$ cat config.mk
export PLATFORM = sky130hd
export DESIGN_NAME = stream_substring_replacer_top
export DESIGN_NICKNAME = d
export VERILOG_FILES = /design/src/rtl/core/ssr_pkg.sv /design/src/rtl/core/stream_substring_replacer_top.sv /design/src/rtl/core/ssr_cell.sv /design/src/rtl/core/ssr_replace_table.sv /design/src/rtl/core/ssr_out_queue.sv
export SDC_FILE = /design/constraint.sdc
export NUM_CORES = 2
export LEC_CHECK = 0
export BUFFER_PORTS_ARGS = -buffer_cell sky130_fd_sc_hd__buf_4
export CORE_ASPECT_RATIO = 1.5
export CORE_MARGIN = 4
export CORE_UTILIZATION = 55
export CTS_BUF_LIST = sky130_fd_sc_hd__clkbuf_16
export CTS_CLUSTER_DIAMETER = 80
export DETAILED_ROUTE_END_ITERATION = 7
export GPL_TIMING_DRIVEN = 0
export HOLD_SLACK_MARGIN = 0.03
export PLACE_DENSITY_LB_ADDON = 0.05
export RECOVER_POWER = 25
export SLEW_MARGIN = 20
export SYNTH_ARGS = -nofsm -noshare
export SYNTH_HDL_FRONTEND = slang
export SYNTH_HIERARCHICAL = 1
export SYNTH_SLANG_ARGS = --single-unit
$ cat constraint.sdc
create_clock -name clk -period 7.8 [get_ports clk]
set_input_delay 0.39 -clock clk [delete_from_list [all_inputs] [get_ports clk]]
set_output_delay 0.39 -clock clk [all_outputs]
set_load 0.01 [all_outputs]
$ cat src/rtl/core/ssr_pkg.sv
`default_nettype none

package ssr_pkg;

  // Fixed field widths of the stream and configuration port
  localparam int CFG_W     = 6;
  localparam int CFG_IDX_W = 1;
  localparam int SLOT_W    = 5;
  localparam int CMD_W     = 2;

  // Input item kinds, carried on s_tuser
  typedef enum logic [CMD_W-1:0] {
    CMD_PATH    = 2'd0,
    CMD_SEARCH  = 2'd1,
    CMD_REPLACE = 2'd2
  } ssr_cmd_t;

  // Configuration register indexes
  localparam logic [CFG_IDX_W-1:0] REG_SEARCH_LEN  = 1'b0;
  localparam logic [CFG_IDX_W-1:0] REG_REPLACE_LEN = 1'b1;

  // Per-cell controls driven by the top level
  typedef struct packed {
    logic append;     // take the incoming character into this cell
    logic shift;      // take the right neighbor's value
    logic search_we;  // load this cell's pattern character
  } ssr_cell_ctrl_t;

  // Burst sequencer states
  typedef enum logic [1:0] {
    BURST_IDLE,
    BURST_REPLACE,
    BURST_FLUSH
  } ssr_burst_t;

endpackage

`default_nettype wire

$ cat src/rtl/core/stream_substring_replacer_top.sv
// Output: once the window holds search_length characters, a non-matching transfer moves
//   the oldest one into the output queue; pass-through (search_length 0) pushes the input.
// Throughput: one character per cycle while the queue has room, set by the compare across
//   cells; a match or the last character holds input off for its burst of up to 32 outputs.
// Reset (synchronous, rst high): lengths, window fill, replace flag, burst and queue clear;
//   search and replacement tables are undefined until loaded.
`default_nettype none

module stream_substring_replacer_top import ssr_pkg::*; #(
  parameter int PATTERN_MAX = 32,
  parameter int REPLACE_MAX = 32,
  parameter int CHAR_BITS   = 16
) (
  input  wire logic                                      clk,
  input  wire logic                                      rst,
  input  wire logic                                      s_tvalid,
  output logic                                           s_tready,
  // slot, char_in (from bit 0 up), zero filled to bytes
  input  wire logic [((SLOT_W + CHAR_BITS + 7) / 8) * 8 - 1:0] s_tdata,
  // command
  input  wire logic [CMD_W-1:0]                          s_tuser,
  input  wire logic                                      s_tlast,
  output logic                                           m_tvalid,
  input  wire logic                                      m_tready,
  // char_out, zero filled to bytes
  output logic      [((CHAR_BITS + 7) / 8) * 8 - 1:0]    m_tdata,
  // any_replaced
  output logic                                           m_tuser,
  output logic                                           m_tlast,
  input  wire logic                                      cfg_we,
  input  wire logic [CFG_IDX_W-1:0]                      cfg_index,
  input  wire logic [CFG_W-1:0]                          cfg_data
);

  localparam int OUT_W   = ((CHAR_BITS + 7) / 8) * 8;
  localparam int MAX_LEN = (PATTERN_MAX > REPLACE_MAX) ? PATTERN_MAX : REPLACE_MAX;
  localparam int CNT_W   = $clog2(MAX_LEN + 1);
  localparam int RI_W    = (REPLACE_MAX > 1) ? $clog2(REPLACE_MAX) : 1;
  localparam int Q_W     = CHAR_BITS + 2;

  // Registers and their next values
  logic [CFG_W-1:0] search_length;
  logic [CFG_W-1:0] replace_length;
  logic [CNT_W-1:0] fill;
  logic             seen;
  ssr_burst_t       state;
  ssr_burst_t       state_next;
  logic [CNT_W-1:0] remain;
  logic [RI_W-1:0]  rep_idx;
  logic [RI_W-1:0]  rep_idx_next;
  logic             burst_last;
  logic             burst_seen;

  // Input fields
  logic [SLOT_W-1:0]    slot;
  logic [CHAR_BITS-1:0] ch;
  logic                 s_fire;
  logic                 path;

  // Window datapath
  logic [CNT_W-1:0]     slen_eff;
  logic [CNT_W-1:0]     rlen_eff;
  logic [CNT_W-1:0]     fill_app;
  logic                 append_on;
  logic                 window_full;
  logic                 match;
  logic                 hit;
  logic                 miss_shift;
  logic                 burst_shift;
  logic [PATTERN_MAX-1:0] eq;
  logic [PATTERN_MAX-1:0] active;
  logic [CHAR_BITS-1:0] cand [PATTERN_MAX];
  ssr_cell_ctrl_t       cell_ctrl [PATTERN_MAX];
  logic [CHAR_BITS-1:0] rep_rdata;

  // Output queue
  logic                 push;
  logic [CHAR_BITS-1:0] push_char;
  logic                 push_last;
  logic                 push_any;
  logic                 q_full;
  logic [Q_W-1:0]       q_data;

  assign slot   = s_tdata[SLOT_W-1:0];
  assign ch     = s_tdata[SLOT_W +: CHAR_BITS];
  assign s_fire = s_tvalid && s_tready;
  assign path   = s_fire && (s_tuser == CMD_PATH);

  assign s_tready = (state == BURST_IDLE) && !q_full;

  // Lengths above the table depth act as the depth
  always_comb begin
    if (int'(search_length) > PATTERN_MAX) begin
      slen_eff = CNT_W'(PATTERN_MAX);
    end else begin
      slen_eff = CNT_W'(search_length);
    end
    if (int'(replace_length) > REPLACE_MAX) begin
      rlen_eff = CNT_W'(REPLACE_MAX);
    end else begin
      rlen_eff = CNT_W'(replace_length);
    end
  end

  // Window fill and compare decisions
  assign append_on   = path && (slen_eff != '0) && (fill < slen_eff);
  assign fill_app    = fill + CNT_W'(append_on);
  assign window_full = (slen_eff != '0) && (fill_app == slen_eff);
  assign match       = &(eq | ~active);
  assign hit         = path && window_full && match;
  assign miss_shift  = path && window_full && !match && !s_tlast;
  assign burst_shift = (state == BURST_FLUSH) && !q_full;

  // Row of window cells; cell 0 is the oldest character
  for (genvar i = 0; i < PATTERN_MAX; i++) begin : g_cell
    logic [CHAR_BITS-1:0] right;

    if (i == PATTERN_MAX - 1) begin : g_end
      assign right = '0;
    end else begin : g_mid
      assign right = cand[i+1];
    end

    assign active[i]           = (CNT_W'(i) < slen_eff);
    assign cell_ctrl[i].append = append_on && (fill == CNT_W'(i));
    assign cell_ctrl[i].shift  = miss_shift || burst_shift;
    assign cell_ctrl[i].search_we = s_fire && (s_tuser == CMD_SEARCH) && (int'(slot) == i);

    ssr_cell #(
      .CHAR_BITS (CHAR_BITS)
    ) u_cell (
      .clk       (clk),
      .ctrl      (cell_ctrl[i]),
      .char_in   (ch),
      .next_cand (right),
      .cand      (cand[i]),
      .eq        (eq[i])
    );
  end

  // Replacement read index, given as the next value to the registered table read
  always_comb begin
    if ((state == BURST_IDLE) && (state_next != BURST_IDLE)) begin
      rep_idx_next = '0;
    end else if ((state != BURST_IDLE) && !q_full) begin
      rep_idx_next = rep_idx + RI_W'(1);
    end else begin
      rep_idx_next = rep_idx;
    end
  end

  // Replacement string storage
  ssr_replace_table #(
    .REPLACE_MAX (REPLACE_MAX),
    .CHAR_BITS   (CHAR_BITS),
    .IDX_W       (RI_W)
  ) u_replace_table (
    .clk    (clk),
    .we     (s_fire && (s_tuser == CMD_REPLACE)),
    .slot   (slot),
    .wdata  (ch),
    .rd_idx (rep_idx_next),
    .rdata  (rep_rdata)
  );

  // Burst sequencer: next state
  always_comb begin
    state_next = state;
    case (state)
      BURST_IDLE: begin
        if (hit && (rlen_eff != '0)) begin
          state_next = BURST_REPLACE;
        end else if (path && s_tlast && (slen_eff != '0) && !hit && (fill_app != '0)) begin
          state_next = BURST_FLUSH;
        end
      end
      BURST_REPLACE, BURST_FLUSH: begin
        if (!q_full && (remain == CNT_W'(1))) begin
          state_next = BURST_IDLE;
        end
      end
      default: state_next = BURST_IDLE;
    endcase
  end

  // Burst sequencer: outputs into the queue
  always_comb begin
    push      = 1'b0;
    push_char = '0;
    push_last = 1'b0;
    push_any  = 1'b0;
    case (state)
      BURST_IDLE: begin
        if (path) begin
          if (slen_eff == '0) begin
            // pass-through
            push      = 1'b1;
            push_char = ch;
            push_last = s_tlast;
            push_any  = s_tlast && seen;
          end else if (miss_shift) begin
            push      = 1'b1;
            push_char = cand[0];
          end else if (s_tlast && (hit ? (rlen_eff == '0) : (fill_app == '0))) begin
            // empty rewritten path: end marker only
            push      = 1'b1;
            push_last = 1'b1;
            push_any  = seen || hit;
          end
        end
      end
      BURST_REPLACE: begin
        if (!q_full) begin
          push      = 1'b1;
          push_char = rep_rdata;
          push_last = burst_last && (remain == CNT_W'(1));
          push_any  = burst_last && (remain == CNT_W'(1)) && burst_seen;
        end
      end
      BURST_FLUSH: begin
        if (!q_full) begin
          push      = 1'b1;
          push_char = cand[0];
          push_last = burst_last && (remain == CNT_W'(1));
          push_any  = burst_last && (remain == CNT_W'(1)) && burst_seen;
        end
      end
      default: begin
        push = 1'b0;
      end
    endcase
  end

  // Control registers
  always_ff @(posedge clk) begin
    if (rst) begin
      search_length  <= '0;
      replace_length <= '0;
      fill           <= '0;
      seen           <= 1'b0;
      state          <= BURST_IDLE;
      remain         <= '0;
      rep_idx        <= '0;
      burst_last     <= 1'b0;
      burst_seen     <= 1'b0;
    end else begin
      state   <= state_next;
      rep_idx <= rep_idx_next;

      if (cfg_we) begin
        case (cfg_index)
          REG_SEARCH_LEN:  search_length  <= cfg_data;
          REG_REPLACE_LEN: replace_length <= cfg_data;
          default: ;
        endcase
      end

      // new search length drops the window
      if (cfg_we && (cfg_index == REG_SEARCH_LEN)) begin
        fill <= '0;
      end else if (path && (slen_eff != '0)) begin
        if (hit || s_tlast) begin
          fill <= '0;
        end else if (miss_shift) begin
          fill <= fill_app - CNT_W'(1);
        end else begin
          fill <= fill_app;
        end
      end

      if (path) begin
        if (s_tlast) begin
          seen <= 1'b0;
        end else if (hit) begin
          seen <= 1'b1;
        end
      end

      // burst counters
      if ((state == BURST_IDLE) && (state_next != BURST_IDLE)) begin
        remain     <= (state_next == BURST_REPLACE) ? rlen_eff : fill_app;
        burst_last <= s_tlast;
        burst_seen <= seen || hit;
      end else if ((state != BURST_IDLE) && !q_full) begin
        remain <= remain - CNT_W'(1);
      end
    end
  end

  // Output register pair parts the input side from the sink
  ssr_out_queue #(
    .WIDTH (Q_W)
  ) u_out_queue (
    .clk       (clk),
    .rst       (rst),
    .push      (push),
    .push_data ({push_any, push_last, push_char}),
    .pop       (m_tready),
    .full      (q_full),
    .valid     (m_tvalid),
    .data      (q_data)
  );

  assign m_tdata = OUT_W'(q_data[CHAR_BITS-1:0]);
  assign m_tlast = q_data[CHAR_BITS];
  assign m_tuser = q_data[CHAR_BITS+1];

endmodule

`default_nettype wire

$ cat src/rtl/core/ssr_cell.sv
`default_nettype none

module ssr_cell import ssr_pkg::*; #(
  parameter int CHAR_BITS = 16
) (
  input  wire logic                 clk,
  input  wire ssr_cell_ctrl_t       ctrl,
  input  wire logic [CHAR_BITS-1:0] char_in,
  input  wire logic [CHAR_BITS-1:0] next_cand,
  output logic      [CHAR_BITS-1:0] cand,
  output logic                      eq
);

  logic [CHAR_BITS-1:0] win;
  logic [CHAR_BITS-1:0] pattern;

  // Window value as it stands after this cycle's append
  assign cand = ctrl.append ? char_in : win;
  assign eq   = (cand == pattern);

  // Window slot: hold/append, or move one place toward the head
  always_ff @(posedge clk) begin
    if (ctrl.shift) begin
      win <= next_cand;
    end else begin
      win <= cand;
    end
  end

  // Search pattern character
  always_ff @(posedge clk) begin
    if (ctrl.search_we) begin
      pattern <= char_in;
    end
  end

endmodule

`default_nettype wire

$ cat src/rtl/core/ssr_replace_table.sv
`default_nettype none

module ssr_replace_table import ssr_pkg::*; #(
  parameter int REPLACE_MAX = 32,
  parameter int CHAR_BITS   = 16,
  parameter int IDX_W       = 5
) (
  input  wire logic                 clk,
  input  wire logic                 we,
  input  wire logic [SLOT_W-1:0]    slot,
  input  wire logic [CHAR_BITS-1:0] wdata,
  input  wire logic [IDX_W-1:0]     rd_idx,
  output logic      [CHAR_BITS-1:0] rdata
);

  logic [CHAR_BITS-1:0] entries [REPLACE_MAX];

  // Slots beyond the table never match an entry and are dropped
  always_ff @(posedge clk) begin
    for (int i = 0; i < REPLACE_MAX; i++) begin
      if (we && (int'(slot) == i)) begin
        entries[i] <= wdata;
      end
    end
  end

  // Registered read; the caller presents the next index
  always_ff @(posedge clk) begin
    rdata <= entries[rd_idx];
  end

endmodule

`default_nettype wire

$ cat src/rtl/core/ssr_out_queue.sv
`default_nettype none

module ssr_out_queue #(
  parameter int WIDTH = 18
) (
  input  wire logic             clk,
  input  wire logic             rst,
  input  wire logic             push,
  input  wire logic [WIDTH-1:0] push_data,
  input  wire logic             pop,
  output logic                  full,
  output logic                  valid,
  output logic      [WIDTH-1:0] data
);

  logic [WIDTH-1:0] slots [2];
  logic             wr_ptr;
  logic             rd_ptr;
  logic [1:0]       count;
  logic             pop_fire;

  assign pop_fire = pop && valid;
  assign full     = (count == 2'd2);
  assign valid    = (count != 2'd0);
  assign data     = slots[rd_ptr];

  // Pointers and occupancy
  always_ff @(posedge clk) begin
    if (rst) begin
      wr_ptr <= 1'b0;
      rd_ptr <= 1'b0;
      count  <= 2'd0;
    end else begin
      if (push) begin
        wr_ptr <= ~wr_ptr;
      end
      if (pop_fire) begin
        rd_ptr <= ~rd_ptr;
      end
      count <= count + 2'(push) - 2'(pop_fire);
    end
  end

  // Payload storage
  always_ff @(posedge clk) begin
    if (push) begin
      slots[wr_ptr] <= push_data;
    end
  end

endmodule

`default_nettype wire

==> results.py <==
metrics = {
    "detailed_routing": {
        "drt_iter0_markers": 2363,
        "vias": 39500,
        "dr.pass1.iters": 5,
        "drcViolationCount": 0,
        "ant_nets": 0,
        "wirelength_um": 177000,
        "routedWlPerCell_um": 25.7,
        "vias_per_cell": 5.74,
    },
    "clock_network": {
        "cts_buffers": 154,
        "clock_latency_ns": 0.79,
        "cts.path.max_buffers": 3,
        "cts.sinks": 1627,
        "htree_levels": 4,
        "tritoncts": "built",
        "root_buffer": "clkbuf_16",
        "clk_pin_slew_ns": 0.07,
    },
    "placement": {
        "placed_area_sq_mm": 0.0746,
        "dp_worst_setup_slack_ns": -3.14,
        "globalplace.congestion": 0.888,
        "dpl.hpwl_um": 115000,
        "port_buffers": 51,
        "dpl.cell_count": 6489,
    },
    "sta": {
        "hold_viol": 0,
        "fmax_mhz": 123,
        "slew_headroom_pct": -125,
        "rsz0062_at_grt": "yes",
        "maxSlewViolCount": 73,
        "holdWs_ns": 0.203,
        "worst_pin_slew_ns": 3.37,
        "fin_crit_sh_pct": 104,
        "fin_ws_ns": -0.330,
        "tns_ns": -4.46,
        "finalCriticalPeriod_ns": 8.13,
        "worst_clock_skew_ns": 0.0216,
        "setup_viol": 16,
    },
    "job": {
        "cap_violations": 2,
    },
    "global_routing": {
        "antenna_found_initial": 5,
        "grt_max_degree": 98,
        "grt_pass1_vias": 40900,
        "grt_pass1_wl_um": 264000,
        "grt-ovfl-total": 0,
        "grt_use_total_pct": 26.1,
    },
    "layout": {
        "drive_gt1_share_pct": 37.1,
        "seq_area_sq_mm": 0.0432,
        "fin_util_pct": 63.9,
        "nets": 5105,
        "fin_cells": 6894,
        "fillerInstances": 9681,
        "multi_input_area_sq_mm": 0.0273,
        "fin_area_sq_mm": 0.0821,
        "area_growth_pct": 15.3,
    },
    "critical_path": {
        "rr_startpoint": "search_length[5]",
        "critPathLaunchType": "register",
        "crit_start": "search_length[5]",
        "critical_path_class": "register to register",
        "cp.depth": 36,
        "critPathRequiredTime_ns": 8.44,
        "critPathTopFamily": "simple AND/OR/NAND/NOR gates",
        "r2r_cells": 36,
        "cp_max_fo": 6,
        "timing.critical_path.buf_inv": 10,
        "crit_slowest_cell": "nor4_4",
        "cp_slowest_stage_delay_ns": 0.64,
        "cp-end-kind": "register",
        "worstPathArrival_ns": 8.77,
    },
    "die": {
        "rows": 161,
        "core_sq_mm": 0.129,
        "dieHeight_um": 449,
        "start_util_pct": 55.4,
        "die_area_sq_mm": 0.135,
        "top_level_ports": 59,
        "die_x_um": 302,
    },
    "yosys": {
        "synthDistinctLibCells": 83,
        "yosysTopAreaCellShare_pct": 44.7,
        "synth_seq_area_share_pct": 60.7,
        "ys_top_cells_by_area": "edfxtp_1 45%, dfxtp_1 16%, mux2_2 13%",
        "synth-edff-count": 1060,
        "syn_inst": 4664,
        "mappedNetlistArea_sq_mm": 0.0712,
        "synth.most_common_cell": "edfxtp_1",
        "ys_async_sr_fraction_pct": 0,
        "synthMuxAreaShare_pct": 21.3,
        "synth_xor_area_share_pct": 6.86,
        "yosysWarnings": 6,
        "ys_ff_latch": 1627,
        "syn_avg_cell_area_sq_um": 15.3,
        "synth_compound_area_share_pct": 3.09,
        "synth_top_area_cell": "edfxtp_1",
        "synthSimpleGateAreaFrac_pct": 4.81,
        "synth_commonest_cells": "1,060 x edfxtp_1, 840 x mux2_2, 567 x dfxtp_1, 489 x xnor2_1, 263 x mux2i_1",
        "synth_top_family_by_area": "multiplexers",
        "yosys.area_share.adder_pct": 0.313,
        "synth_ff_type": "edfxtp_1",
    },
    "power_and_ir_drop": {
        "finalPower_mw": 18.2,
        "vdd_drop_max_mv": 0.217,
        "p_per_area_mw_per_mm2": 221,
        "leakage_nw": 28.4,
    },
    "status": {
        "violations": "max-capacitance violations, max-slew violations, negative setup slack",
        "status": "finished with violations",
    },
    "hold_path": {
        "hold_path_class": "primary input to register",
        "min_from": "cfg_index",
        "whs_path_depth": 4,
    },
}
## what timing repair did
action                                  4_1_cts  5_1_grt
endpoints found under the setup margin      625      601
hold buffers                                 18        0
hold endpoints to repair                     94        0
setup buffers                                78       16
pin swaps                                    82       62
resized for setup                           241      146
cloned                                        8        3
## area by class of cell
type                       instances  share of cell area, %
tap                             1711                   2.61
clock buffer                     161                   4.91
clock inverter                   123                  0.976
multi-input combinational       2791                   33.3
inverter                          21                  0.105
buffer                           234                   2.77
timing repair buffer             220                   2.73
antenna                            6                 0.0183
sequential                      1627                   52.6
## power by group
group	internal, mW	switching (mW)
registers	9.40	0.0608
logic	0.701	0.814
clock network	4.02	3.18
total	14.1	4.05
## cell families (layout without fill, tap and decap cells)
logic type	after synthesis	in the layout
DFF	1627	1627
muxes	1307	1307
and+or+nand+nor	613	615
xor gates and xnor gates	528	528
AOI/OAI and AO/OA	307	307
buffers and inverters	263	759
adders and majority gates	18	18
other	1	22
## final timing paths
check                           slack [ns]                        to
worst max register to register       -0.33  u_replace_table/rdata[6]
worst min-delay path                  0.20         replace_length[5]
worst min register to register        0.48         replace_length[0]
worst max-delay path                 -0.33  u_replace_table/rdata[6]
## placed cells by master, fill, tap and decap left out, drive strengths merged, types with 6 or more instances in the layout
cell         instances
xnor2              521
nor4                33
nor2               152
nand4              151
edfxtp            1060
nand2b              25
nand3b               7
a222oi              16
a22oi               67
clkinv              59
buf                359
dfxtp              567
o21ai               24
conb                16
and3                 6
dlygate4sd3         18
inv                 72
nand2               78
or2                  7
bufinv               9
o21a                 6
a21oi               65
a21boi               6
mux2i              263
a22o                49
nor2b               18
nor3                53
ha                  17
nand3               54
a31oi               23
diode                6
mux2              1044
clkbuf             238
or4                  6
a211oi               9
xor2                 6
or3                  6
## layer usage
| layer | GRT usage (%) | part of all wire (%) | vias up |
|---|---|---|---|
| li1 | - | - | 18300 |
| met1 | 30.0 | 38 | 20100 |
| met2 | 48.6 | 54 | 868 |
| met3 | 2.91 | 3.3 | 315 |
| met4 | 11.7 | 4.7 | 0 |
| met5 | 0 | 0 | - |
## state kept, by name (all words and copies together) (netlist names), 6 cells and up, named ones only
name / count
fill: 6
g_cell.u_cell/pattern: 512
g_cell.u_cell/win: 512
remain: 6
replace_length: 6
search_length: 6
u_out_queue/slots: 36
u_replace_table/entries: 512
u_replace_table/rdata: 16
## tightest hold or removal path, stage by stage
cell      delay (ns)
clkbuf_1        0.15
nand2_1         0.21
nand2_1         0.07
a21oi_1         0.12
Note: power is estimated with default switching activity, not from simulation.
